[src/sv/wfpa_pkg.sv]
// ----------------------------------------------------------------------------
// wfpa_pkg: shared types and constants of the worst-fit partition allocator
// Field widths, result codes, and the control word format of the sequencer.
// ----------------------------------------------------------------------------
package wfpa_pkg;

	localparam int MAX_PARTITIONS_DEF = 16;
	localparam int SIZE_BITS_DEF      = 16;

	localparam int OPCODE_W = 2;
	localparam int SIZE_W   = 16;
	localparam int STATUS_W = 2;
	localparam int INDEX_W  = 4;
	localparam int PROC_W   = 16;
	localparam int LEFT_W   = 16;
	localparam int SUM_W    = 20;

	localparam logic [SUM_W-1:0]  SUM_MAX = '1;
	localparam logic [PROC_W-1:0] REQ_MAX = '1;

	typedef enum logic [OPCODE_W-1:0] {
		OP_LOAD  = 2'd0,
		OP_ALLOC = 2'd1,
		OP_CLEAR = 2'd2
	} opcode_t;

	typedef enum logic [STATUS_W-1:0] {
		ST_DONE  = 2'd0,
		ST_ALLOC = 2'd1,
		ST_NOFIT = 2'd2,
		ST_FULL  = 2'd3
	} status_t;

	// datapath actions selected by one control word
	typedef enum logic [3:0] {
		ACT_NONE,
		ACT_ACCEPT,
		ACT_LOAD,
		ACT_SCAN_INIT,
		ACT_SCAN,
		ACT_FINISH,
		ACT_CLEAR,
		ACT_EMIT
	} act_t;

	typedef enum logic [1:0] {
		BR_GOTO,
		BR_DISPATCH,
		BR_WAIT
	} branch_t;

	typedef enum logic [1:0] {
		COND_NONE,
		COND_IN_VALID,
		COND_SCAN_DONE,
		COND_OUT_FREE
	} cond_t;

	typedef enum logic [2:0] {
		STEP_WAIT,
		STEP_DISP,
		STEP_LOAD,
		STEP_SINIT,
		STEP_SCAN,
		STEP_FIN,
		STEP_CLEAR,
		STEP_EMIT
	} step_t;

	typedef struct packed {
		act_t    act;
		branch_t br;
		cond_t   cond;
		logic    gate;
		step_t   target;
	} uword_t;

	typedef struct packed {
		act_t act;
		logic fire;
	} ctrl_t;

	typedef struct packed {
		logic    in_valid;
		logic    scan_done;
		logic    out_free;
		opcode_t op;
	} flags_t;

	function automatic step_t dispatch(input opcode_t op);
		step_t s;
		unique case (op)
			OP_LOAD:  s = STEP_LOAD;
			OP_ALLOC: s = STEP_SINIT;
			OP_CLEAR: s = STEP_CLEAR;
			default:  s = STEP_EMIT;
		endcase
		return s;
	endfunction

endpackage

[src/sv/worst_fit_partition_allocator_core.sv]
// ----------------------------------------------------------------------------
// worst_fit_partition_allocator_core: worst-fit fixed-partition allocator
// Microcoded sequencer driving a table of partitions and fragmentation totals.
// ----------------------------------------------------------------------------
// Usage:
// - input channel (in_valid/in_ready) takes one beat of opcode and size:
//   load appends a partition, allocate searches for the worst fit, clear
//   empties the table and zeroes all counters
// - output channel (out_valid/out_ready) returns exactly one beat per input
//   beat: status, partition index, process number, leftover and both totals
// - steps: load and clear pass from dispatch through their own step to emit,
//   an unused opcode goes from dispatch straight to emit; allocate reads the
//   size memory one entry per cycle through its single registered read port,
//   one entry per partition loaded, before its finish step
// - one item at a time; the next input beat can be taken in the cycle after
//   the previous result is loaded into the output register, even if
//   that result has not yet been taken
// - when the receiver stalls, a finished result holds in the output
//   register and the sequencer waits in its emit step
// - reset empties the table and clears busy bits, counters and totals; no clearing pass
//   is needed, the block is ready on the first cycle after reset
module worst_fit_partition_allocator_core #(
	parameter int MAX_PARTITIONS = wfpa_pkg::MAX_PARTITIONS_DEF,
	parameter int SIZE_BITS      = wfpa_pkg::SIZE_BITS_DEF
) (
	input  logic                            clk,
	input  logic                            arst_n,
	input  logic                            in_valid,
	output logic                            in_ready,
	input  logic [wfpa_pkg::OPCODE_W-1:0]   opcode,
	input  logic [wfpa_pkg::SIZE_W-1:0]     size,
	output logic                            out_valid,
	input  logic                            out_ready,
	output logic [wfpa_pkg::STATUS_W-1:0]   status,
	output logic [wfpa_pkg::INDEX_W-1:0]    partition_index,
	output logic [wfpa_pkg::PROC_W-1:0]     process_number,
	output logic [wfpa_pkg::LEFT_W-1:0]     leftover,
	output logic [wfpa_pkg::SUM_W-1:0]      internal_total,
	output logic [wfpa_pkg::SUM_W-1:0]      external_total
);
	import wfpa_pkg::*;

	ctrl_t  ctrl;
	flags_t flags;

	assign in_ready = (ctrl.act == ACT_ACCEPT);

	wfpa_useq u_useq (
		.clk    (clk),
		.arst_n (arst_n),
		.flags  (flags),
		.ctrl   (ctrl)
	);

	wfpa_dpath #(
		.MAX_PARTITIONS (MAX_PARTITIONS),
		.SIZE_BITS      (SIZE_BITS)
	) u_dpath (
		.clk             (clk),
		.arst_n          (arst_n),
		.ctrl            (ctrl),
		.opcode          (opcode),
		.size            (size),
		.out_ready       (out_ready),
		.flags           (flags),
		.in_valid        (in_valid),
		.out_valid       (out_valid),
		.status          (status),
		.partition_index (partition_index),
		.process_number  (process_number),
		.leftover        (leftover),
		.internal_total  (internal_total),
		.external_total  (external_total)
	);

endmodule

[src/sv/wfpa_useq.sv]
// ----------------------------------------------------------------------------
// wfpa_useq: microcode sequencer
// Step counter, control store and branch logic; drives the datapath action.
// ----------------------------------------------------------------------------
module wfpa_useq (
	input  logic             clk,
	input  logic             arst_n,
	input  wfpa_pkg::flags_t flags,
	output wfpa_pkg::ctrl_t  ctrl
);
	import wfpa_pkg::*;

	step_t  step_q;
	step_t  step_nxt;
	uword_t word;
	logic   cond_ok;

	function automatic uword_t ucode(input step_t s);
		uword_t w;
		unique case (s)
			STEP_WAIT:  w = '{ACT_ACCEPT,    BR_WAIT,     COND_IN_VALID,  1'b1, STEP_DISP};
			STEP_DISP:  w = '{ACT_NONE,      BR_DISPATCH, COND_NONE,      1'b0, STEP_WAIT};
			STEP_LOAD:  w = '{ACT_LOAD,      BR_GOTO,     COND_NONE,      1'b0, STEP_EMIT};
			STEP_SINIT: w = '{ACT_SCAN_INIT, BR_GOTO,     COND_NONE,      1'b0, STEP_SCAN};
			STEP_SCAN:  w = '{ACT_SCAN,      BR_WAIT,     COND_SCAN_DONE, 1'b0, STEP_FIN};
			STEP_FIN:   w = '{ACT_FINISH,    BR_GOTO,     COND_NONE,      1'b0, STEP_EMIT};
			STEP_CLEAR: w = '{ACT_CLEAR,     BR_GOTO,     COND_NONE,      1'b0, STEP_EMIT};
			STEP_EMIT:  w = '{ACT_EMIT,      BR_WAIT,     COND_OUT_FREE,  1'b1, STEP_WAIT};
			default:    w = '{ACT_NONE,      BR_GOTO,     COND_NONE,      1'b0, STEP_WAIT};
		endcase
		return w;
	endfunction

	always_comb begin
		word = ucode(step_q);
		unique case (word.cond)
			COND_NONE:      cond_ok = 1'b1;
			COND_IN_VALID:  cond_ok = flags.in_valid;
			COND_SCAN_DONE: cond_ok = flags.scan_done;
			COND_OUT_FREE:  cond_ok = flags.out_free;
			default:        cond_ok = 1'b0;
		endcase
	end

	always_comb begin
		unique case (word.br)
			BR_GOTO:     step_nxt = word.target;
			BR_DISPATCH: step_nxt = dispatch(flags.op);
			BR_WAIT:     step_nxt = cond_ok ? word.target : step_q;
			default:     step_nxt = STEP_WAIT;
		endcase
	end

	always_comb begin
		ctrl.act  = word.act;
		ctrl.fire = word.gate ? cond_ok : 1'b1;
	end

	always_ff @(posedge clk or negedge arst_n) begin
		if (!arst_n) begin
			step_q <= STEP_WAIT;
		end else begin
			step_q <= step_nxt;
		end
	end

endmodule

[src/sv/wfpa_dpath.sv]
// ----------------------------------------------------------------------------
// wfpa_dpath: allocator datapath
// Partition size memory, busy bits, scan compare unit, totals and result regs.
// ----------------------------------------------------------------------------
module wfpa_dpath #(
	parameter int MAX_PARTITIONS = wfpa_pkg::MAX_PARTITIONS_DEF,
	parameter int SIZE_BITS      = wfpa_pkg::SIZE_BITS_DEF
) (
	input  logic                            clk,
	input  logic                            arst_n,
	input  wfpa_pkg::ctrl_t                 ctrl,
	input  logic [wfpa_pkg::OPCODE_W-1:0]   opcode,
	input  logic [wfpa_pkg::SIZE_W-1:0]     size,
	input  logic                            out_ready,
	output wfpa_pkg::flags_t                flags,
	input  logic                            in_valid,
	output logic                            out_valid,
	output logic [wfpa_pkg::STATUS_W-1:0]   status,
	output logic [wfpa_pkg::INDEX_W-1:0]    partition_index,
	output logic [wfpa_pkg::PROC_W-1:0]     process_number,
	output logic [wfpa_pkg::LEFT_W-1:0]     leftover,
	output logic [wfpa_pkg::SUM_W-1:0]      internal_total,
	output logic [wfpa_pkg::SUM_W-1:0]      external_total
);
	import wfpa_pkg::*;

	localparam int IW  = $clog2(MAX_PARTITIONS);
	localparam int CW  = $clog2(MAX_PARTITIONS + 1);
	localparam int FW  = SIZE_BITS + CW;
	localparam int EW  = (FW > SUM_W) ? FW : SUM_W + 1;
	localparam int AW  = ((SIZE_BITS > SUM_W) ? SIZE_BITS : SUM_W) + 1;
	localparam logic [CW-1:0] CNT_FULL = CW'(MAX_PARTITIONS);

	// control state
	logic [CW-1:0]             count_q;
	logic [MAX_PARTITIONS-1:0] busy_q;
	logic [PROC_W-1:0]         req_q;
	logic [SUM_W-1:0]          int_q;
	logic [EW-1:0]             ext_q;     // exact free total, saturated on output
	logic [CW-1:0]             issue_q;
	logic                      cmp_valid_q;
	logic                      found_q;
	logic                      out_valid_q;

	// payload
	logic [SIZE_BITS-1:0]      part_size_q [MAX_PARTITIONS];
	logic [SIZE_BITS-1:0]      rd_size_q;
	logic [IW-1:0]             cmp_idx_q;
	opcode_t                   op_q;
	logic [SIZE_BITS-1:0]      sz_q;
	logic [SIZE_BITS-1:0]      best_left_q;
	logic [SIZE_BITS-1:0]      best_size_q;
	logic [IW-1:0]             best_idx_q;
	status_t                   res_status_q;
	logic [IW-1:0]             res_index_q;
	logic [PROC_W-1:0]         res_proc_q;
	logic [SIZE_BITS-1:0]      res_left_q;
	status_t                   out_status_q;
	logic [INDEX_W-1:0]        out_index_q;
	logic [PROC_W-1:0]         out_proc_q;
	logic [LEFT_W-1:0]         out_left_q;
	logic [SUM_W-1:0]          out_int_q;
	logic [SUM_W-1:0]          out_ext_q;

	logic                      fire_accept, fire_load, fire_init, fire_scan;
	logic                      fire_fin, fire_clear, fire_emit;
	logic                      full, issue, cand, take;
	logic [SIZE_BITS-1:0]      diff;
	logic [PROC_W-1:0]         req_nxt;
	logic [AW-1:0]             int_sum;

	always_comb begin
		fire_accept = ctrl.fire && (ctrl.act == ACT_ACCEPT);
		fire_load   = ctrl.fire && (ctrl.act == ACT_LOAD);
		fire_init   = ctrl.fire && (ctrl.act == ACT_SCAN_INIT);
		fire_scan   = ctrl.fire && (ctrl.act == ACT_SCAN);
		fire_fin    = ctrl.fire && (ctrl.act == ACT_FINISH);
		fire_clear  = ctrl.fire && (ctrl.act == ACT_CLEAR);
		fire_emit   = ctrl.fire && (ctrl.act == ACT_EMIT);

		full    = (count_q == CNT_FULL);
		issue   = (issue_q < count_q);
		diff    = rd_size_q - sz_q;
		cand    = cmp_valid_q && !busy_q[cmp_idx_q] && (rd_size_q != '0)
		          && (rd_size_q >= sz_q);
		// strict greater keeps the lowest index on a tie
		take    = cand && (!found_q || (diff > best_left_q));
		req_nxt = (req_q == REQ_MAX) ? req_q : req_q + PROC_W'(1);
		int_sum = AW'(int_q) + AW'(best_left_q);

		flags.in_valid  = in_valid;
		flags.scan_done = !issue && !cmp_valid_q;
		flags.out_free  = !out_valid_q || out_ready;
		flags.op        = op_q;
	end

	// partition size memory: one write port, one registered read port
	always_ff @(posedge clk) begin
		if (fire_load && !full) begin
			part_size_q[count_q[IW-1:0]] <= sz_q;
		end
		if (fire_scan && issue) begin
			rd_size_q <= part_size_q[issue_q[IW-1:0]];
		end
	end

	always_ff @(posedge clk or negedge arst_n) begin
		if (!arst_n) begin
			count_q     <= '0;
			busy_q      <= '0;
			req_q       <= '0;
			int_q       <= '0;
			ext_q       <= '0;
			issue_q     <= '0;
			cmp_valid_q <= 1'b0;
			found_q     <= 1'b0;
			out_valid_q <= 1'b0;
		end else begin
			if (fire_load && !full) begin
				busy_q[count_q[IW-1:0]] <= 1'b0;
				count_q <= count_q + CW'(1);
				ext_q   <= ext_q + EW'(sz_q);
			end
			if (fire_init) begin
				req_q       <= req_nxt;
				issue_q     <= '0;
				cmp_valid_q <= 1'b0;
				found_q     <= 1'b0;
			end
			if (fire_scan) begin
				if (issue) begin
					issue_q <= issue_q + CW'(1);
				end
				cmp_valid_q <= issue;
				if (take) begin
					found_q <= 1'b1;
				end
			end
			if (fire_fin && found_q) begin
				busy_q[best_idx_q] <= 1'b1;
				int_q <= (int_sum > AW'(SUM_MAX)) ? SUM_MAX : int_sum[SUM_W-1:0];
				ext_q <= ext_q - EW'(best_size_q);
			end
			if (fire_clear) begin
				count_q <= '0;
				busy_q  <= '0;
				req_q   <= '0;
				int_q   <= '0;
				ext_q   <= '0;
			end
			if (fire_emit) begin
				out_valid_q <= 1'b1;
			end else if (out_ready) begin
				out_valid_q <= 1'b0;
			end
		end
	end

	always_ff @(posedge clk) begin
		if (fire_accept) begin
			op_q         <= opcode_t'(opcode);
			sz_q         <= SIZE_BITS'(size);
			res_status_q <= ST_DONE;
			res_index_q  <= '0;
			res_proc_q   <= '0;
			res_left_q   <= '0;
		end
		if (fire_load) begin
			if (full) begin
				res_status_q <= ST_FULL;
			end else begin
				res_index_q <= count_q[IW-1:0];
			end
		end
		if (fire_init) begin
			res_proc_q  <= req_nxt;
			best_left_q <= '0;
			best_size_q <= '0;
			best_idx_q  <= '0;
		end
		if (fire_scan) begin
			cmp_idx_q <= issue_q[IW-1:0];
			if (take) begin
				best_left_q <= diff;
				best_size_q <= rd_size_q;
				best_idx_q  <= cmp_idx_q;
			end
		end
		if (fire_fin) begin
			if (found_q) begin
				res_status_q <= ST_ALLOC;
				res_index_q  <= best_idx_q;
				res_left_q   <= best_left_q;
			end else begin
				res_status_q <= ST_NOFIT;
			end
		end
		if (fire_emit) begin
			out_status_q <= res_status_q;
			out_index_q  <= INDEX_W'(res_index_q);
			out_proc_q   <= res_proc_q;
			out_left_q   <= LEFT_W'(res_left_q);
			out_int_q    <= int_q;
			out_ext_q    <= (ext_q > EW'(SUM_MAX)) ? SUM_MAX : ext_q[SUM_W-1:0];
		end
	end

	assign out_valid       = out_valid_q;
	assign status          = out_status_q;
	assign partition_index = out_index_q;
	assign process_number  = out_proc_q;
	assign leftover        = out_left_q;
	assign internal_total  = out_int_q;
	assign external_total  = out_ext_q;

endmodule
[config.mk]
export PLATFORM = sky130hd
export DESIGN_NAME = worst_fit_partition_allocator_core
export DESIGN_NICKNAME = d
export VERILOG_FILES = /design/src/sv/wfpa_pkg.sv /design/src/sv/worst_fit_partition_allocator_core.sv /design/src/sv/wfpa_useq.sv /design/src/sv/wfpa_dpath.sv
export SDC_FILE = /design/constraint.sdc
export NUM_CORES = 1
export LEC_CHECK = 0
export BUFFER_PORTS_ARGS = -buffer_cell sky130_fd_sc_hd__buf_2
export CORE_ASPECT_RATIO = 2
export CORE_UTILIZATION = 59
export DETAILED_ROUTE_END_ITERATION = 7
export GPL_TIMING_DRIVEN = 0
export HOLD_SLACK_MARGIN = 0.15
export PLACE_DENSITY_LB_ADDON = 0.05
export SYNTH_ARGS = -nofsm -noshare
export SYNTH_HDL_FRONTEND = slang
export SYNTH_SLANG_ARGS = --single-unit
export TNS_END_PERCENT = 10
[constraint.sdc]
create_clock -name clk -period 8.8 [get_ports clk]
set_clock_uncertainty 0.05 [all_clocks]
set_input_delay 1.76 -clock clk [delete_from_list [all_inputs] [get_ports clk]]
set_output_delay 1.76 -clock clk [all_outputs]
set_load 0.02 [all_outputs]
# After elaboration in Yosys (flattened, before gate mapping)
# Memories as Yosys holds them, arrays and structs flattened. A register that Yosys moved wholly into a read port is not among the register bits.
# Cells that the tools add are included.
# word_totals
reg_bits	263
ram_bits	256
romBits	88
in_bits	22
out_inout_bits	80
word_cells	162
mem_count	2
# memory_table
memory	words	word_bits	rd	rd_ports_with_merged_regs	write_ports	line	source
u_dpath.part_size_q	16	16	1	1	1	wfpa_dpath.sv:46	logic [SIZE_BITS-1:0] part_size_q [MAX_PARTITIONS];
(no name shown)	8	11	1	0	0	wfpa_useq.sv:20	unique case (s)
# classes
addsub	7
magnitude_cmp	10
n_eq_ne	17
mux	61
bitwise	3
reduce_logical	36
# op_table
cell	count
2-to-1 mux 16 bit	17
2-to-1 mux 21 bit	3
2-to-1 mux 20 bit	3
> comparator 21 x 20 -> 1 bit (second input constant)	2
2-to-1 mux 4 bit	8
2-to-1 mux 5 bit	5
adder 20 x 16 -> 21 bit	1
adder 21 x 16 -> 21 bit	1
subtractor 21 x 16 -> 21 bit	1
one-hot mux 3 bit (3 select lines)	2
logical AND 1 bit	17
adder 16 x 1 -> 16 bit (second input constant)	1
AND 16 bit	1
== test 16 bit (second input constant)	1
== test 4 x 3 -> 1 bit (second input constant)	4
greater-or-equal comparator 16 bit	1
> comparator 16 bit	1
inverter 16 bit	1
OR 16 bit	1
nonzero test 16 bit	1
subtractor 16 bit	1
less-than comparator 4 x 5 -> 1 bit (second input constant)	3
2-to-1 mux 1 bit	13
nonzero test 2 bit	6
18 further kinds	39

# Logic depth before layout (Yosys ltp)
# Gate-level depths: netlist of the first run.
# logic_depth
depth_word	11
depth_mapped	21
ltp_nobuf	19

# Hierarchy
# From an unflattened synthesis of the first run, not the netlist that was laid out.
# unflattened
hier_cells	1734
hier_area_um2	24001.8
# by_module_without_submodules
mod	n_inst	cells_per_inst	area_per_inst_um2	seq_area_each_um2
wfpa_dpath	1	1692	23623.9	14964.4
wfpa_useq	1	41	362.8	75.1
worst_fit_partition_allocator_core	1	1	15.0	0.0

# Worst setup path before layout of the first run
# No wires, ideal clock.
# synth_path
path_kind	in2reg
start	input port out_ready
end	register u_dpath.out_ext_q[0], in the netlist u_dpath.external_total[0] (enable)
setup_time_ns	0.515
arrival_ns	5.432
required_ns	8.235
path_slack_ns	2.803
stages	4
path_buffers	0
path_cell_list	nor2b_1 -> o21ai_1 -> nand3_1 -> nor2_1
# synth_between
elab_chain_len	4
# synth_lines
element	line	source
start: declaration	worst_fit_partition_allocator_core.sv:33	input logic out_ready,
logical OR 1 bit	wfpa_dpath.sv:93	flags.out_free = !out_valid_q || out_ready;
one-hot mux 1 bit (4 select lines)	wfpa_useq.sv:36	unique case (word.cond)
2-to-1 mux 1 bit	wfpa_useq.sv:56	ctrl.fire = word.gate ? cond_ok : 1'b1;
logical AND 1 bit	wfpa_dpath.sv:79	fire_emit = ctrl.fire && (ctrl.act == ACT_EMIT);
net u_dpath.fire_emit	wfpa_dpath.sv:66	logic fire_fin, fire_clear, fire_emit;
end signal: assignment	wfpa_dpath.sv:204	out_ext_q <= (ext_q > EW'(SUM_MAX)) ? SUM_MAX : ext_q[SUM_W-1:0];
end: declaration	wfpa_dpath.sv:63	logic [SUM_W-1:0] out_ext_q;
# The timed path passes the listed nets, and every way through them passes these cells.
# A chain may end at the register's enable or synchronous reset.

# Worst setup path in the final report of the first run
# layout_path
start	register u_useq.step_q[1]
end	register u_dpath.ext_q[14]
# layout_between
elab_chain_len	8
elab_cells_between_ends	18
cone_classes	6 x eq/ne; 4 x mux; 7 x reduce/logical; 1 x memory
# layout_lines
element	line	source
start: declaration	wfpa_useq.sv:13	step_t step_q;
start signal: assignment	wfpa_useq.sv:63	step_q <= step_nxt;
memory (8 x 11 bit) *	-	
== test 2 bit (tied with other cells)	wfpa_useq.sv:36	
one-hot mux 1 bit (4 select lines)	wfpa_useq.sv:36	
2-to-1 mux 1 bit	wfpa_useq.sv:56	
logical AND 1 bit	wfpa_dpath.sv:77	fire_fin = ctrl.fire && (ctrl.act == ACT_FINISH);
logical AND 1 bit	wfpa_dpath.sv:139	if (fire_fin && found_q) begin
2-to-1 mux 21 bit	wfpa_dpath.sv:139	
2-to-1 mux 21 bit	wfpa_dpath.sv:144	if (fire_clear) begin
end signal: assignment	wfpa_dpath.sv:122	ext_q <= ext_q + EW'(sz_q);
end signal: assignment	wfpa_dpath.sv:142	ext_q <= ext_q - EW'(best_size_q);
end: declaration	wfpa_dpath.sv:39	logic [EW-1:0] ext_q;
# Mark *: on every way between the ends. The rest lies on a longest branch, timed or not.

==> Implementation_results.wiki, run 1 <==
{| class="wikitable"
! Metric !! Value
|-
| Status || complete, no violations
|-
| Gr ovfl total || 0
|-
| Final total power || 9.41 mW
|-
| Number of maximum-capacitance violations || 0
|-
| Power Dens Cells || 355 nW/um^2
|-
| Routability Congestion || 0.897
|-
| Worst Path Required || 9.26 ns
|-
| Synth Net Count || 1798
|-
| Antenna violations before repair || 0
|-
| Sink count of the clock tree || 535
|-
| Count of hold buffers inserted by post-cts repair || 0
|-
| Largest buffer count on any clock path || 3
|-
| Antenna violation net count after detailed routing || 0
|-
| Synthesized area divided by synthesized cell count || 13.9 sq um
|-
| Clock latency at the later pin of the worst-skew pair || 0.59 ns
|-
| Synth Warn # || 0
|-
| Final Routed Wirelength || 56300 um
|-
| Slew at the pin with the worst max-slew slack || 1.34 ns
|-
| Post-CTS Setup Inserts || 0
|-
| FMAX || 165 MHz
|-
| Number of global-route vias before repair || 15000
|-
| Overall via count from detail_route || 14400
|-
| Root buffer selected by CTS || sky130_fd_sc_hd__clkbuf_16
|-
| Critical path peak fanout || 10
|-
| Slew margin rel. || 10.9%
|-
| CP Data Arrival Time || 6.50 ns
|-
| Core Footprint || 39400 sq um
|-
| Cell row count || 103
|-
| Clock-pin slew on the worst setup and hold paths || 0.07 ns
|-
| Setup slack after layout || 2.75 ns
|-
| Critical path capture point type || flop
|-
| Length of the first detailed-routing pass in iterations || 5
|-
| Worst hold-check path type || flop to flop
|-
| Sequential area share after synthesis || 63.8%
|-
| Top FF cell, synth || sky130_fd_sc_hd__edfxtp_1
|-
| Setup TNS || 0 ns
|-
| Endpoints failing setup || 0
|-
| Pin count of the biggest net entering global routing || 60
|-
| Post-route non-filler standard cell count || 2406
|-
| Hold Vio Cnt, Final || 0
|-
| Unrepaired setup endpoints after global routing || no
|-
| Cells after Synth || 1690
|-
| Fin. max-slew vios || 0
|-
| Post_cts resized || 0
|-
| Share of the core filled with cells || 67.2%
|-
| Die boundary height || 285 um
|-
| Wire length of the first global-routing pass || 86000 um
|-
| Setup slack at placement || 2.31 ns
|-
| I/O Pins || 102
|-
| Number of enable-type register cells in the synthesized netlist || 388
|-
| CTS tree || built
|-
| Avg WL per Cell || 23.4 um
|-
| Kind of launch point of the worst setup path || flop
|-
| Per-cell via count in the routed design || 5.98
|-
| Initial Utilization || 59.8%
|-
| Cell area after synthesis || 23600 sq um
|-
| Count of buffers inserted at the top-level ports || 101
|-
| Half-perimeter wire length after placement || 40900 um
|-
| Post-route fraction of the period consumed by the critical path || 68.7%
|-
| Number of antenna diodes || 0
|-
| Inserted Clock Buffers || 46
|-
| Flop and latch count out of synthesis || 535
|-
| Category of the critical setup timing path || flop to flop
|-
| Horizontal die dimension || 143 um
|-
| Final critical path time including I/O delays and setup || 6.05 ns
|-
| Die Area || 40800 sq um
|-
| Placed cells || 2321
|-
| Fraction of synthesis flops using an asynchronous set or reset pin || 16.6%
|-
| Number of nets in the final layout || 1952
|-
| Leakage power || 9.90 nW
|-
| GR Util All Layers || 29.0%
|-
| P&R area growth vs syn || 12.4%
|-
| Number of distinct library cell variants in the gate-level netlist after synthesis || 67
|-
| Maximum vdd drop || 0.239 mV
|-
| Most common cell after layout, fill and taps aside || sky130_fd_sc_hd__edfxtp_1
|-
| DRC violation total after the first TritonRoute iteration || 779
|-
| DRC || 0
|-
| Clock H-tree levels || 2
|-
| Leading cell types in the layout, fill and taps excluded || sky130_fd_sc_hd__edfxtp_1 (388), sky130_fd_sc_hd__nand2_1 (123), sky130_fd_sc_hd__nor2_1 (108), sky130_fd_sc_hd__buf_2 (101), sky130_fd_sc_hd__a21oi_1 (95)
|-
| Layout cell share with drive strength beyond 1 || 16.4%
|}
where the power goes:
part,switching [mW],internal (mW)
clock,0.941,1.24
sequential,0.390,3.33
combinational,2.07,1.43
cells in the mapped netlist (21+ instances only):
master / instances / share of area, %
sky130_fd_sc_hd__nor2_1: 110 / 1.8
sky130_fd_sc_hd__a21o_1: 21 / 0.67
sky130_fd_sc_hd__or2_2: 22 / 0.58
sky130_fd_sc_hd__clkbuf_1: 46 / 0.73
sky130_fd_sc_hd__edfxtp_1: 388 / 49
sky130_fd_sc_hd__xor2_1: 30 / 1.1
sky130_fd_sc_hd__dfrtp_1: 89 / 9.4
sky130_fd_sc_hd__mux2i_1: 30 / 1.3
sky130_fd_sc_hd__nand3_1: 41 / 0.87
sky130_fd_sc_hd__inv_1: 91 / 1.4
sky130_fd_sc_hd__ha_1: 83 / 4.4
sky130_fd_sc_hd__mux4_2: 85 / 8.1
sky130_fd_sc_hd__xnor2_1: 45 / 1.7
sky130_fd_sc_hd__o21ai_0: 76 / 1.6
sky130_fd_sc_hd__nand2_1: 123 / 2.0
sky130_fd_sc_hd__dfxtp_1: 58 / 4.9
sky130_fd_sc_hd__a21oi_1: 95 / 2.0
per-stage QoR:
stage,instance area [sq um],hold WS (ns)
2_1_floorplan,23600,0.350
4_1_cts,26500,0.369
5_1_grt,26500,0.376
3_5_place_dp,24900,0.355
3_3_place_gp,24700,0.351
6_report,26500,0.368
critical path: stages, from the launching register on:
cell                       delay [ns]
sky130_fd_sc_hd__dfrtp_1         0.38
sky130_fd_sc_hd__clkbuf_1        0.34
sky130_fd_sc_hd__inv_1           0.18
sky130_fd_sc_hd__ha_1            0.42
sky130_fd_sc_hd__o21ai_1         0.40
sky130_fd_sc_hd__and4_1          0.36
sky130_fd_sc_hd__clkbuf_1        0.51
sky130_fd_sc_hd__buf_1           0.63
sky130_fd_sc_hd__o21ai_0         0.29
sky130_fd_sc_hd__ha_1            0.29
sky130_fd_sc_hd__fa_1            0.43
sky130_fd_sc_hd__nand2b_1        0.17
sky130_fd_sc_hd__a21oi_1         0.36
sky130_fd_sc_hd__o21ai_0         0.21
sky130_fd_sc_hd__o21ai_0         0.38
sky130_fd_sc_hd__a21boi_0        0.19
sky130_fd_sc_hd__xnor2_1         0.17
sky130_fd_sc_hd__nand2_1         0.07
sky130_fd_sc_hd__a21oi_1         0.16
kinds of logic after synthesis:
family          Yosys count  share of synthesized area [%]
compound gates          291                           7.68
fa+ha+maj                86                           4.66
flops                   535                           63.8
buf+inv                 154                           2.58
mux                     126                           9.92
xor+xnor                 75                           2.79
simple gates            423                           8.57
sequential cells by signal (all words and copies together), names as in the netlist, 20 cells and up:
register                flops
u_dpath.int_q              20
u_dpath.ext_q              21
u_dpath.internal_total     20
u_dpath.part_size_q       256
u_dpath.external_total     20
layer usage:
layer	wire, um	GRT usage [%]
met1	19500	30.3
met2	31100	54.3
met3	2130	3.13
met4	3680	17.7
met5	0	0
area by class of cell:
cell class	instances	area (sq um)
Sequential cell	535	15000
Timing Repair Buffer	106	614
Buffer	63	268
Clock inverter	30	403
Fill cell	2844	12900
Clock buffer	55	1230
Tap cell	525	657
Inverter	91	342
Multi-Input combinational cell	1001	7940
worst paths after layout:
kind | startpoint | end | slack [ns] | depth (start not counted)
setup / recovery | u_useq.step_q[1]$_DFFE_PN0P_ | u_dpath.ext_q[14]$_DFFE_PN0P_ | 2.75 | 18
hold / removal | u_dpath.res_proc_q[6]$_SDFFCE_PN0P_ | u_dpath.process_number[6]$_DFFE_PP_ | 0.37 | 0
setup reg to reg | u_useq.step_q[1]$_DFFE_PN0P_ | u_dpath.ext_q[14]$_DFFE_PN0P_ | 2.75 | 18
hold reg to reg | u_dpath.res_proc_q[6]$_SDFFCE_PN0P_ | u_dpath.process_number[6]$_DFFE_PP_ | 0.37 | 0
max in group asynchronous | arst_n | u_dpath.ext_q[2]$_DFFE_PN0P_ | 6.92 | 2
min in group asynchronous | arst_n | u_dpath.req_q[7]$_DFFE_PN0P_ | 1.08 | 1
Power figures use the tool's default switching activity.
==> run 2, diff against run 1 <==
Settings changed: ABC_AREA set to 1, CORE_UTILIZATION 59 to 56.
Clock period 8.8 ns to 5.1 ns, I/O delays scaled along.
==> Implementation_results.wiki, run 2 <==
{| class="wikitable"
! Metric !! Value
|-
| Status || complete, no violations
|-
| Setup TNS || 0 ns (unchanged)
|-
| I/O Pins || 102 (unchanged)
|-
| Synth Net Count || 2394 (+33%)
|-
| Number of antenna diodes || 0 (unchanged)
|-
| Endpoints failing setup || 0 (unchanged)
|-
| Unrepaired setup endpoints after global routing || no
|-
| Half-perimeter wire length after placement || 50900 um (+24%)
|-
| Worst Path Required || 5.50 ns (-3.76 ns)
|-
| Number of maximum-capacitance violations || 0 (unchanged)
|-
| Share of the synthesized area in the top cell type || 48.5% (-0.96 points)
|-
| Post-route fraction of the period consumed by the critical path || 93.0% (+24 points)
|-
| Clock-pin slew on the worst setup and hold paths || 0.07 ns (about the same)
|-
| Kind of launch point of the worst setup path || flop
|-
| Clock H-tree levels || 2 (unchanged)
|-
| P&R area growth vs syn || 12.5%
|-
| Synth Warn # || 0 (unchanged)
|-
| Top delay family on crit path || buffers and inverters
|-
| Slew at the pin with the worst max-slew slack || 1.20 ns (-0.141 ns)
|-
| Wire length of the first global-routing pass || 101000 um (+17%)
|-
| Core Footprint || 42400 sq um (+7.6%)
|-
| Die boundary height || 295 um (+3.6%)
|-
| Count of hold buffers inserted by post-cts repair || 0 (unchanged)
|-
| Number of flip-flops in the largest register || 256 (unchanged)
|-
| CTS tree || built
|-
| Pin count of the biggest net entering global routing || 75 (+25%)
|-
| Slew margin rel. || 20.2% (+9.3 points)
|-
| Routability Congestion || 0.983 (+9.6%)
|-
| Setup slack after layout || 0.357 ns (-2.40 ns)
|-
| Largest incremental delay on the critical path || 0.42 ns (-0.21 ns)
|-
| Cells after Synth || 2286 (+35%)
|-
| Post-CTS Setup Inserts || 0 (unchanged)
|-
| Antenna violations before repair || 0 (unchanged)
|-
| Cell with the biggest individual delay on the critical path || sky130_fd_sc_hd__fa_1
|-
| Overall via count from detail_route || 17800 (+23%)
|-
| Synthesized area divided by synthesized cell count || 10.5 sq um (-25%)
|-
| Cell row count || 107 (+3.9%)
|-
| Met1 wire length || 21700 um (+11%)
|-
| Clock latency at the later pin of the worst-skew pair || 0.60 ns (about the same)
|-
| Top cells by area, synth || sky130_fd_sc_hd__edfxtp_1 (48%), sky130_fd_sc_hd__dfrtp_1 (9.3%), sky130_fd_sc_hd__nand2_1 (6.2%)
|-
| Metal2 WL || 37400 um (+20%)
|-
| Hold Vio Cnt, Final || 0 (unchanged)
|-
| Power Dens Cells || 613 nW/um^2 (+73%)
|-
| Gr ovfl total || 0 (unchanged)
|-
| Number of global-route vias before repair || 18000 (+20%)
|-
| FMAX || 211 MHz (+28%)
|-
| Final critical path time including I/O delays and setup || 4.74 ns (-1.30 ns)
|-
| Setup slack at placement || 0.453 ns (-1.85 ns)
|-
| Worst hold-check path type || input port to asynchronous set/reset pin
|-
| Category of the critical setup timing path || flop to flop
|-
| Largest buffer count on any clock path || 3 (unchanged)
|-
| Root buffer selected by CTS || sky130_fd_sc_hd__clkbuf_16
|-
| Top Layer Used || met4
|-
| Fill cell instance count of the final layout || 3484 (+23%)
|-
| Critical path capture point type || flop
|-
| Maximum vdd drop || 0.436 mV (+82%)
|-
| Worst path cell trace || buf_2 > inv_1 > ha_1 > inv_1 > nand2_1 > inv_1 > o21ai_0 > nor2_1 > a21oi_2 > nand3_4 > nand3_2 > inv_2 > buf_2 > o21ai_1 > ha_1 > fa_1 > inv_1 > nand3_1 > nand2_1 > inv_1 > o211ai_1 > a21oi_1 > xor2_1 > o22ai_1
|-
| GR Util All Layers || 31.5% (+2.5 points)
|-
| Fin. max-slew vios || 0 (unchanged)
|-
| Post_cts resized || 0 (unchanged)
|-
| Top FF cell, synth || sky130_fd_sc_hd__edfxtp_1
|-
| Leakage power || 10.9 nW (+11%)
|-
| Leading cell types in the layout, fill and taps excluded || sky130_fd_sc_hd__nand2_1 (395), sky130_fd_sc_hd__edfxtp_1 (388), sky130_fd_sc_hd__o21ai_0 (254), sky130_fd_sc_hd__nor2_1 (223), sky130_fd_sc_hd__inv_1 (178)
|-
| Per-cell via count in the routed design || 5.86 (-2.0%)
|-
| Most common cell after layout, fill and taps aside || sky130_fd_sc_hd__nand2_1
|-
| Buffers & Inverters on Critical Path || 8 (+4)
|-
| Flop and latch count out of synthesis || 535 (unchanged)
|-
| Horizontal die dimension || 149 um (+3.6%)
|-
| Sink count of the clock tree || 535 (unchanged)
|-
| DRC || 0 (unchanged)
|-
| Initial Utilization || 56.6% (-3.1 points)
|-
| Largest area contributor in the netlist || sky130_fd_sc_hd__edfxtp_1
|-
| Layout cell share with drive strength beyond 1 || 10.2% (-6.2 points)
|-
| Worst Setup SP || u_useq.step_q[1]$_DFFE_PN0P_
|-
| Cell area after synthesis || 24000 sq um (+2.0%)
|-
| Critical path peak fanout || 10 (unchanged)
|-
| R2R Path Start || u_useq.step_q[1]$_DFFE_PN0P_
|-
| Antenna violation net count after detailed routing || 0 (unchanged)
|-
| Number of enable-type register cells in the synthesized netlist || 388 (unchanged)
|-
| Sequential area share after synthesis || 62.6% (-1.2 points)
|-
| Inserted Clock Buffers || 46 (unchanged)
|-
| Avg WL per Cell || 22.3 um (-4.8%)
|-
| Cell with the most instances on the worst path || sky130_fd_sc_hd__inv_1
|-
| Commonest cells in the synthesized netlist || sky130_fd_sc_hd__nand2_1 (395), sky130_fd_sc_hd__edfxtp_1 (388), sky130_fd_sc_hd__o21ai_0 (254), sky130_fd_sc_hd__nor2_1 (236), sky130_fd_sc_hd__inv_1 (179)
|-
| Number of distinct library cell variants in the gate-level netlist after synthesis || 49 (-27%)
|-
| Hold WS || 0.321 ns (-0.0476 ns)
|-
| DRC violation total after the first TritonRoute iteration || 970 (+25%)
|-
| Die Area || 43800 sq um (+7.4%)
|-
| Number of nets in the final layout || 2558 (+31%)
|-
| Fraction of synthesis flops using an asynchronous set or reset pin || 16.6% (unchanged)
|-
| Count of buffers inserted at the top-level ports || 101 (unchanged)
|-
| DR WL met3 || 2820 um (+33%)
|-
| Length of the first detailed-routing pass in iterations || 5 (unchanged)
|-
| Most common cell in the synthesized netlist || sky130_fd_sc_hd__nand2_1
|-
| CP Data Arrival Time || 5.14 ns (-1.36 ns)
|-
| Final Routed Wirelength || 67600 um (+20%)
|}
==> run 2: changes by cell type after synthesis, moves of 30 or more <==
cell	previous run	this run
sky130_fd_sc_hd__xnor2_1	45	14
sky130_fd_sc_hd__inv_1	91	179
sky130_fd_sc_hd__mux2i_1	30	0
sky130_fd_sc_hd__o22ai_1	2	69
sky130_fd_sc_hd__nand3_1	41	149
sky130_fd_sc_hd__nor2_1	110	236
sky130_fd_sc_hd__nand2_1	123	395
sky130_fd_sc_hd__mux4_2	85	0
sky130_fd_sc_hd__o21ai_0	76	254
==> run 2: where the power goes <==
part           switching, mW  internal (mW)  leakage [nW]
combinational           4.40           2.04          5.02
sequential             0.795           5.84          5.20
clock                   1.60           1.90         0.717
total                   6.80           9.78          10.9
==> run 2: final cells by class <==
class                           count  area [sq um]  share of cell area [%]
Timing Repair Buffer              116           808                    2.99
Buffer                             91           410                    1.52
Clock inverter                     24           221                   0.819
Tap cell                          545           682                    2.52
Inverter                          187           709                    2.62
Clock buffer                       60          1250                    4.64
Multi-Input combinational cell   1473          7920                    29.3
Sequential cell                   535         15000                    55.6
==> run 2: path summary, 6_finish.rpt <==
check | cells past startpoint | end | slack [ns]
max in group asynchronous | 2 | u_dpath.int_q[9]$_DFFE_PN0P_ | 3.96
worst min-delay path | 1 | u_dpath.count_q[4]$_DFFE_PN0P_ | 0.32
worst min register to register | 0 | u_dpath.process_number[12]$_DFFE_PP_ | 0.37
min in group clk | 0 | u_dpath.process_number[12]$_DFFE_PP_ | 0.37
worst max register to register | 24 | u_dpath.ext_q[16]$_DFFE_PN0P_ | 0.36
worst max-delay path | 24 | u_dpath.ext_q[16]$_DFFE_PN0P_ | 0.36
==> run 2: stage by stage <==
| stage | util (%) | power (mW) | instances | instance area, sq um |
|---|---|---|---|---|
| 2_1_floorplan | - | 10.7 | 2286 | 24000 |
| 5_1_grt | 63.7 | 17.5 | 3031 | 27000 |
| 3_5_place_dp | 60.2 | 13.1 | 2947 | 25600 |
| 3_3_place_gp | 59.4 | 12.9 | 2932 | 25200 |
| 6_report | 63.7 | 16.6 | 3031 | 27000 |
| 4_1_cts | 63.7 | 16.6 | 3031 | 27000 |
==> run 2: kinds of logic (layout without fill, tap and decap cells) <==
logic type               after synthesis  in the layout  synth area share, %
AND/OR/NAND/NOR                      835            835                 14.5
flip-flops                           535            535                 62.6
AO/OA/AOI/OAI                        494            494                 11.6
buffers and inverters                278            478                 4.65
adder cells (fa/ha/maj)               86             86                 4.57
XOR/XNOR                              58             58                 2.11
==> run 2: layer usage <==
| metal | track usage (%) | up-vias |
|---|---|---|
| li1 | - | 8354 |
| met1 | 29.1 | 8513 |
| met2 | 61.0 | 643 |
| met3 | 3.58 | 243 |
| met4 | 24.7 | 0 |
| met5 | 0 | - |
